`config.mk`:
```
export PLATFORM = sky130hd
export DESIGN_NAME = adsr_envelope_generator_unit
export DESIGN_NICKNAME = d
export VERILOG_FILES = /design/src/design/adsr_pkg.sv /design/src/design/adsr_envelope_generator_unit.sv /design/src/design/adsr_cfg_regs.sv /design/src/design/adsr_core.sv
export SDC_FILE = /design/constraint.sdc
export NUM_CORES = 1
export LEC_CHECK = 0
export BUFFER_PORTS_ARGS = -buffer_cell sky130_fd_sc_hd__buf_2
export CAP_MARGIN = 20
export CORE_UTILIZATION = 45
export DETAILED_ROUTE_END_ITERATION = 12
export GPL_TIMING_DRIVEN = 0
export HOLD_SLACK_MARGIN = 0.12
export SYNTH_ARGS = -nofsm -noshare
export SYNTH_HDL_FRONTEND = slang
export SYNTH_SLANG_ARGS = --single-unit
```
`constraint.sdc`:
```
create_clock -name clk_i -period 17.7 [get_ports clk_i]
set_input_delay 0.885 -clock clk_i [delete_from_list [all_inputs] [get_ports clk_i]]
set_output_delay 0.885 -clock clk_i [all_outputs]
set_load 0.1 [all_outputs]
```
`src/design/adsr_pkg.sv`:
```
// Shared types, codes and a helper function of the ADSR envelope generator.
package adsr_pkg;

  localparam int unsigned COEFF_W = 16;
  localparam int unsigned STAGE_W = 3;
  localparam int unsigned CFG_IDX_W = 2;

  // Configuration register indexes.
  localparam logic [CFG_IDX_W-1:0] CFG_ATTACK_STEP   = 2'd0;
  localparam logic [CFG_IDX_W-1:0] CFG_DECAY_COEFF   = 2'd1;
  localparam logic [CFG_IDX_W-1:0] CFG_SUSTAIN_LEVEL = 2'd2;
  localparam logic [CFG_IDX_W-1:0] CFG_RELEASE_COEFF = 2'd3;

  // Stage codes as they appear on the result port.
  localparam logic [STAGE_W-1:0] STAGE_IDLE    = 3'd0;
  localparam logic [STAGE_W-1:0] STAGE_ATTACK  = 3'd1;
  localparam logic [STAGE_W-1:0] STAGE_DECAY   = 3'd2;
  localparam logic [STAGE_W-1:0] STAGE_SUSTAIN = 3'd3;
  localparam logic [STAGE_W-1:0] STAGE_RELEASE = 3'd4;
  localparam logic [STAGE_W-1:0] STAGE_DONE    = 3'd5;

  typedef enum logic [5:0] {
    ST_IDLE    = 6'b000001,
    ST_ATTACK  = 6'b000010,
    ST_DECAY   = 6'b000100,
    ST_SUSTAIN = 6'b001000,
    ST_RELEASE = 6'b010000,
    ST_DONE    = 6'b100000
  } stage_e;

  function automatic logic [STAGE_W-1:0] stage_code(stage_e s);
    logic [STAGE_W-1:0] code;
    unique case (s)
      ST_IDLE:    code = STAGE_IDLE;
      ST_ATTACK:  code = STAGE_ATTACK;
      ST_DECAY:   code = STAGE_DECAY;
      ST_SUSTAIN: code = STAGE_SUSTAIN;
      ST_RELEASE: code = STAGE_RELEASE;
      ST_DONE:    code = STAGE_DONE;
      default:    code = STAGE_IDLE;
    endcase
    return code;
  endfunction

endpackage

```
`src/design/adsr_envelope_generator_unit.sv`:
```
// A tick accepted into the input register goes to the result register once that is free or
// is being emptied. Throughput: one tick per cycle while the result side does not stall; the
// envelope state loop closes through one shared multiplier with its add and compare.
// Reset: asynchronous, active low; the envelope returns to idle with level zero and
// inactive, the configuration registers take their documented defaults, and both
// the input and the result register are emptied.
module adsr_envelope_generator_unit #(
  parameter int unsigned LEVEL_FRAC_BITS = 16
) (
  input  logic                           clk_i,
  input  logic                           rst_ni,
  // Tick input channel.
  input  logic                           in_valid_i,
  output logic                           in_ready_o,
  input  logic                           start_trigger_i,
  input  logic                           release_trigger_i,
  // Result channel.
  output logic                           out_valid_o,
  input  logic                           out_ready_i,
  output logic [LEVEL_FRAC_BITS:0]       env_level_o,
  output logic [adsr_pkg::STAGE_W-1:0]   env_stage_o,
  output logic                           voice_active_o,
  output logic                           sounding_o,
  // Configuration write channel.
  input  logic                           cfg_valid_i,
  output logic                           cfg_ready_o,
  input  logic [adsr_pkg::CFG_IDX_W-1:0] cfg_index_i,
  input  logic [((LEVEL_FRAC_BITS + 1 > 16) ? LEVEL_FRAC_BITS : 15):0] cfg_data_i
);
  import adsr_pkg::*;

  localparam int unsigned LevelW = LEVEL_FRAC_BITS + 1;
  localparam int unsigned CfgW = (LevelW > COEFF_W) ? LevelW : COEFF_W;

  logic [LevelW-1:0]  attack_step, sustain_level;
  logic [COEFF_W-1:0] decay_coeff, release_coeff;

  // Input register: holds one tick transaction until the core evaluates it.
  logic in_valid_q, start_q, release_q;
  // Result register.
  logic               out_valid_q;
  logic [LevelW-1:0]  level_q;
  logic [STAGE_W-1:0] stage_q;
  logic               active_q, sounding_q;

  logic               advance;
  logic [LevelW-1:0]  core_level;
  logic [STAGE_W-1:0] core_stage;
  logic               core_active, core_sounding;

  // The buffered tick is evaluated whenever the result register is free or is
  // being emptied in the same cycle. The state registers in the core update on
  // that same edge, so back-to-back ticks see each other's results.
  assign advance    = in_valid_q && (!out_valid_q || out_ready_i);
  assign in_ready_o = !in_valid_q || advance;

  // Configuration writes always taken; user must keep them to idle (block does not check).
  assign cfg_ready_o = 1'b1;

  adsr_cfg_regs #(
    .LEVEL_FRAC_BITS(LEVEL_FRAC_BITS),
    .CFG_W(CfgW)
  ) u_cfg (
    .clk_i,
    .rst_ni,
    .wr_en_i        (cfg_valid_i),
    .wr_index_i     (cfg_index_i),
    .wr_data_i      (cfg_data_i),
    .attack_step_o  (attack_step),
    .decay_coeff_o  (decay_coeff),
    .sustain_level_o(sustain_level),
    .release_coeff_o(release_coeff)
  );

  adsr_core #(
    .LEVEL_FRAC_BITS(LEVEL_FRAC_BITS)
  ) u_core (
    .clk_i,
    .rst_ni,
    .advance_i      (advance),
    .start_i        (start_q),
    .release_i      (release_q),
    .attack_step_i  (attack_step),
    .decay_coeff_i  (decay_coeff),
    .sustain_level_i(sustain_level),
    .release_coeff_i(release_coeff),
    .level_o        (core_level),
    .stage_o        (core_stage),
    .active_o       (core_active),
    .sounding_o     (core_sounding)
  );

  always_ff @(posedge clk_i or negedge rst_ni) begin
    if (!rst_ni) begin
      in_valid_q <= 1'b0;
    end else if (in_ready_o) begin
      in_valid_q <= in_valid_i;
    end
  end

  always_ff @(posedge clk_i) begin
    if (in_valid_i && in_ready_o) begin
      start_q   <= start_trigger_i;
      release_q <= release_trigger_i;
    end
  end

  always_ff @(posedge clk_i or negedge rst_ni) begin
    if (!rst_ni) begin
      out_valid_q <= 1'b0;
    end else if (advance) begin
      out_valid_q <= 1'b1;
    end else if (out_ready_i) begin
      out_valid_q <= 1'b0;
    end
  end

  always_ff @(posedge clk_i) begin
    if (advance) begin
      level_q    <= core_level;
      stage_q    <= core_stage;
      active_q   <= core_active;
      sounding_q <= core_sounding;
    end
  end

  assign out_valid_o    = out_valid_q;
  assign env_level_o    = level_q;
  assign env_stage_o    = stage_q;
  assign voice_active_o = active_q;
  assign sounding_o     = sounding_q;

endmodule

```
`src/design/adsr_cfg_regs.sv`:
```
// Configuration register file of the ADSR envelope generator.
module adsr_cfg_regs #(
  parameter int unsigned LEVEL_FRAC_BITS = 16,
  parameter int unsigned CFG_W = 17
) (
  input  logic                           clk_i,
  input  logic                           rst_ni,
  input  logic                           wr_en_i,
  input  logic [adsr_pkg::CFG_IDX_W-1:0] wr_index_i,
  input  logic [CFG_W-1:0]               wr_data_i,
  output logic [LEVEL_FRAC_BITS:0]       attack_step_o,
  output logic [adsr_pkg::COEFF_W-1:0]   decay_coeff_o,
  output logic [LEVEL_FRAC_BITS:0]       sustain_level_o,
  output logic [adsr_pkg::COEFF_W-1:0]   release_coeff_o
);
  import adsr_pkg::*;

  localparam int unsigned LevelW = LEVEL_FRAC_BITS + 1;
  localparam logic [LevelW-1:0] LevelOne = {1'b1, {LEVEL_FRAC_BITS{1'b0}}};
  localparam logic [LevelW-1:0] AttackReset = LevelW'(137);
  // The sustain level is stored already saturated to one.
  localparam logic [LevelW-1:0] SustainReset =
    (LEVEL_FRAC_BITS > 16) ? LevelW'(65536) : LevelOne;

  logic [LevelW-1:0]  attack_q, sustain_q, wr_level;
  logic [COEFF_W-1:0] decay_q, release_q;

  assign wr_level = wr_data_i[LevelW-1:0];

  always_ff @(posedge clk_i or negedge rst_ni) begin
    if (!rst_ni) begin
      attack_q  <= AttackReset;
      decay_q   <= COEFF_W'(65495);
      sustain_q <= SustainReset;
      release_q <= COEFF_W'(65434);
    end else if (wr_en_i) begin
      unique case (wr_index_i)
        CFG_ATTACK_STEP:   attack_q  <= wr_level;
        CFG_DECAY_COEFF:   decay_q   <= wr_data_i[COEFF_W-1:0];
        CFG_SUSTAIN_LEVEL: sustain_q <= (wr_level > LevelOne) ? LevelOne : wr_level;
        CFG_RELEASE_COEFF: release_q <= wr_data_i[COEFF_W-1:0];
        default: ;
      endcase
    end
  end

  assign attack_step_o   = attack_q;
  assign decay_coeff_o   = decay_q;
  assign sustain_level_o = sustain_q;
  assign release_coeff_o = release_q;

endmodule

```
`src/design/adsr_core.sv`:
```
// Envelope state registers and the single-tick update datapath.
module adsr_core #(
  parameter int unsigned LEVEL_FRAC_BITS = 16
) (
  input  logic                             clk_i,
  input  logic                             rst_ni,
  input  logic                             advance_i,
  input  logic                             start_i,
  input  logic                             release_i,
  input  logic [LEVEL_FRAC_BITS:0]         attack_step_i,
  input  logic [adsr_pkg::COEFF_W-1:0]     decay_coeff_i,
  input  logic [LEVEL_FRAC_BITS:0]         sustain_level_i,
  input  logic [adsr_pkg::COEFF_W-1:0]     release_coeff_i,
  output logic [LEVEL_FRAC_BITS:0]         level_o,
  output logic [adsr_pkg::STAGE_W-1:0]     stage_o,
  output logic                             active_o,
  output logic                             sounding_o
);
  import adsr_pkg::*;

  localparam int unsigned LevelW = LEVEL_FRAC_BITS + 1;
  localparam int unsigned ProdW = LevelW + COEFF_W;
  localparam logic [LevelW-1:0] LevelOne = {1'b1, {LEVEL_FRAC_BITS{1'b0}}};
  localparam int unsigned OneInt = 1 << LEVEL_FRAC_BITS;
  localparam logic [LevelW-1:0] DecaySnap = LevelW'((OneInt + 500) / 1000);
  localparam logic [LevelW-1:0] ReleaseSnap = LevelW'((OneInt + 5000) / 10000);

  stage_e            stage_q, stage_d, stage_s, stage_r;
  logic [LevelW-1:0] level_q, level_d, level_s;
  logic              active_q, active_d, active_s, run;

  logic [LevelW:0]    attack_sum;
  logic               diff_neg;
  logic [LevelW-1:0]  diff_mag, mul_a, scaled;
  logic [COEFF_W-1:0] mul_b;
  logic [ProdW-1:0]   prod;

  // Start is applied first, then release.
  always_comb begin
    stage_s  = start_i ? ST_ATTACK : stage_q;
    active_s = start_i | active_q;
    level_s  = start_i ? '0 : level_q;
    if (release_i && (stage_s == ST_ATTACK || stage_s == ST_DECAY || stage_s == ST_SUSTAIN)) begin
      stage_r = ST_RELEASE;
    end else begin
      stage_r = stage_s;
    end
  end

  // One multiplier serves decay (distance to sustain) and release (level).
  assign diff_neg = level_s < sustain_level_i;
  assign diff_mag = diff_neg ? (sustain_level_i - level_s) : (level_s - sustain_level_i);
  assign mul_a    = (stage_r == ST_DECAY) ? diff_mag : level_s;
  assign mul_b    = (stage_r == ST_DECAY) ? decay_coeff_i : release_coeff_i;
  assign prod     = ProdW'(mul_a) * ProdW'(mul_b);
  assign scaled   = prod[ProdW-1:COEFF_W];

  assign attack_sum = {1'b0, level_s} + {1'b0, attack_step_i};

  assign run = active_s && (stage_r == ST_ATTACK || stage_r == ST_DECAY ||
                            stage_r == ST_SUSTAIN || stage_r == ST_RELEASE);

  always_comb begin
    stage_d  = stage_r;
    level_d  = level_s;
    active_d = active_s;
    if (run) begin
      unique case (stage_r)
        ST_ATTACK: begin
          if (attack_sum >= {1'b0, LevelOne}) begin
            level_d = LevelOne;
            stage_d = ST_DECAY;
          end else begin
            level_d = attack_sum[LevelW-1:0];
          end
        end
        ST_DECAY: begin
          // Below sustain the signed step is never positive, so it always snaps.
          if (diff_neg || scaled < DecaySnap) begin
            level_d = sustain_level_i;
            stage_d = ST_SUSTAIN;
          end else begin
            level_d = sustain_level_i + scaled;
          end
        end
        ST_SUSTAIN: level_d = sustain_level_i;
        ST_RELEASE: begin
          if (scaled < ReleaseSnap) begin
            level_d  = '0;
            stage_d  = ST_DONE;
            active_d = 1'b0;
          end else begin
            level_d = scaled;
          end
        end
        default: ;
      endcase
    end
  end

  always_ff @(posedge clk_i or negedge rst_ni) begin
    if (!rst_ni) begin
      stage_q  <= ST_IDLE;
      level_q  <= '0;
      active_q <= 1'b0;
    end else if (advance_i) begin
      stage_q  <= stage_d;
      level_q  <= level_d;
      active_q <= active_d;
    end
  end

  assign level_o    = level_d;
  assign stage_o    = stage_code(stage_d);
  assign active_o   = active_d;
  assign sounding_o = run && (stage_d != ST_DONE);

endmodule

```
==> reports/metrics.yaml <==
worstMarginPinSlew_ns: 1.17
cp.required_ns: 17.99
ant_nets: 0
drt-vias-per-instance: 5.77
yosysWarnings: 0
max_stage_delay_ns: 0.76
crit_type: "flip-flop to flip-flop"
finClkSkew_ns: 0.00958
ff2ff_setup_slack_ns: 1.23
track_usage_pct: 30.4
yosys.area.top_type: "fa_1"
ys_top_cells_by_area: "fa_1, ha_1, dfrtp_1, inv_1, nand2_1"
drive_above_1_share_pct: 11.9
drt_pass1_iterations: 6
cts_resized: 0
tns_ns: 0
h-tree-depth: 4
post-route-drc-count: 0
coreArea_um2: 39900
synth-edff-count: 24
cts_tree: "done"
crit_path_top_delay_cell: "mux2i_1"
worstSkewPairLatency_ns: 0.44
fp.dieArea_um2: 41400
max_freq_ghz: 0.0607
cp.arrival_ns: 16.77
rsz0062_at_grt: "no"
cts_buffers: 17
ys_top_cells_by_count: "inv_1, nand2_1, fa_1, nor2_1, ha_1"
gp_congestion: 0.953
cts_root_buf: "clkbuf_16"
start_util_pct: 45.8
setup_viol: 0
fin_crit_sh_pct: 93.1
grt_max_degree: 74
ioPinCount: 51
rr_startpoint: "start_q"
critPathMostFrequentCell: "fa_1"
wirelength_mm: 61.6
num_vias: 15641
cp-end-kind: "flip-flop"
seq_area_frac_synth_pct: 16.7
start_kind: "flip-flop"
grt_overflow_total: 0
fin_crit_ns: 16.47
synth_most_common_cell: "inv_1"
cts_setup_buffers: 0
area_delta_synth_final_pct: 8.92
antenna_found_initial: 0
run_status: "completed"
fillCellCount: 3814
grt_pass1_wl_mm: 93.6
synth_area_um2: 18300
synth_area_per_cell_um2: 8.74
drt_iter0_markers: 1208
cts_sinks: 116
dp_hpwl_mm: 51.6
layout.nets: 2575
slew_violations: 0
cts.path.max_buffers: 2
ys_seq_elements: 116
synth_cell_type_count: 103
syn_inst: 2091
hold_class: "input pin to asynchronous set/reset pin"
async_flop_share_pct: 79.3
numPortBuffers: 49
cts_hold_buf: 0
cp_max_fo: 10
r2r-end: "env_level_o[16]"
yosys.area.top_type_share_pct: 23.1
die_y_um: 204
r2r_cells: 53
synth_ff_type: "dfrtp_1"
hold_violations: 0
rows: 73
grt_pass1_vias: 15701
drv_cap: 0
wire_per_inst_um: 22.7
timing.max_slew.rel_slack_pct: 21.4
cts.clk_slew.worst_paths_ns: 0.06
syn_nets: 2492
die_w_um: 204
diodes: 0
-- sequential cells by signal, summed over array words and instances (netlist names), 3 cells and up --
register               flops
u_core.stage_q             6
u_cfg.sustain_level_o     17
u_core.level_q            17
u_cfg.release_coeff_o     16
u_cfg.decay_coeff_o       16
u_cfg.attack_step_o       17
env_stage_o                3
env_level_o               17
-- cell type report --
type | count | area, µm² | share of cell area [%]
Multi-Input combinational cell | 1581 | 13700 | 68.8
Sequential cell | 116 | 3060 | 15.4
Inverter | 333 | 1250 | 6.28
Tap cell | 525 | 657 | 3.30
Clock buffer | 23 | 532 | 2.67
Timing Repair Buffer | 64 | 382 | 1.92
Buffer | 61 | 268 | 1.34
Clock inverter | 9 | 60.1 | 0.302
-- metal layers --
metal,wire length [µm],vias up,global-route usage (%)
li1,-,7124,-
met1,25800,7865,39.1
met2,29800,542,51.4
met3,3100,110,3.02
met4,2900,0,14.3
met5,0,-,0
-- cell families after synthesis --
| logic type | share of synthesized area, % |
|---|---|
| adder cells (fa/ha/maj) | 34.4 |
| buffers and inverters | 8.30 |
| other | 0.0205 |
| AND/OR/NAND/NOR | 16.1 |
| XOR/XNOR | 2.63 |
| multiplexers | 5.51 |
| AO/OA/AOI/OAI | 16.2 |
| flip-flops | 16.7 |
-- critical path: cells and delay by family, from the launching register on --
kind,cells,cell delay [ns]
buf+inv,10,3.02
xor+xnor,2,0.30
mux,3,1.11
simple gates,12,2.96
compound gates,17,3.97
fa+ha+maj,9,4.36
flops,1,0.54
-- metrics by stage --
stage	utilization, %	instances	worst slack [ns]	cell area, µm²	hold WS (ns)
5_1_grt	49.9	2712	0.628	19900	0.360
3_5_place_dp	48.4	2679	1.52	19300	0.460
2_1_floorplan	-	2091	5.32	18300	0.442
6_report	49.9	2712	1.23	19900	0.354
4_1_cts	49.9	2711	1.41	19900	0.344
3_3_place_gp	48.1	2665	1.36	19200	0.454
-- cell usage in the layout, fill, tap and decap left out, types with 8 or more instances in the layout --
cell,instances
a22o_1,14
o21ai_0,78
clkbuf_1,44
edfxtp_1,24
nor2_1,185
nand3_1,22
mux2_2,67
buf_2,61
nor3_1,20
a211o_1,9
buf_4,9
dfrtp_1,61
nand2b_1,19
o21ai_1,10
xnor2_1,33
o22ai_1,8
nand2_1,278
a21oi_1,101
o21bai_1,10
xor2_1,20
ha_1,164
clkbuf_16,20
fa_1,211
and2_1,26
o21a_1,9
a211oi_1,10
a221oi_2,11
mux2i_1,20
inv_1,332
a21o_1,43
nor4_1,9
a21boi_0,9
or3_1,9
nand4_1,8
dfstp_2,31
nor2b_1,19
o211ai_1,9
and3_1,17
-- worst max-delay path by stage --
stage,startpoint,endpoint,slack (ns),depth (start not counted)
6_report,start_q,env_level_o[16],1.23,53
5_1_grt,start_q,env_level_o[16],0.63,52
4_1_cts,start_q,env_level_o[16],1.41,53
3_5_place_dp,start_q,env_level_o[16],1.52,53
3_3_place_gp,start_q,env_level_o[16],1.36,53
2_1_floorplan,start_q,env_level_o[16],5.32,56
Power is not shown: default switching activity piles up to over one toggle a cycle in this logic, so the estimate is an artifact.
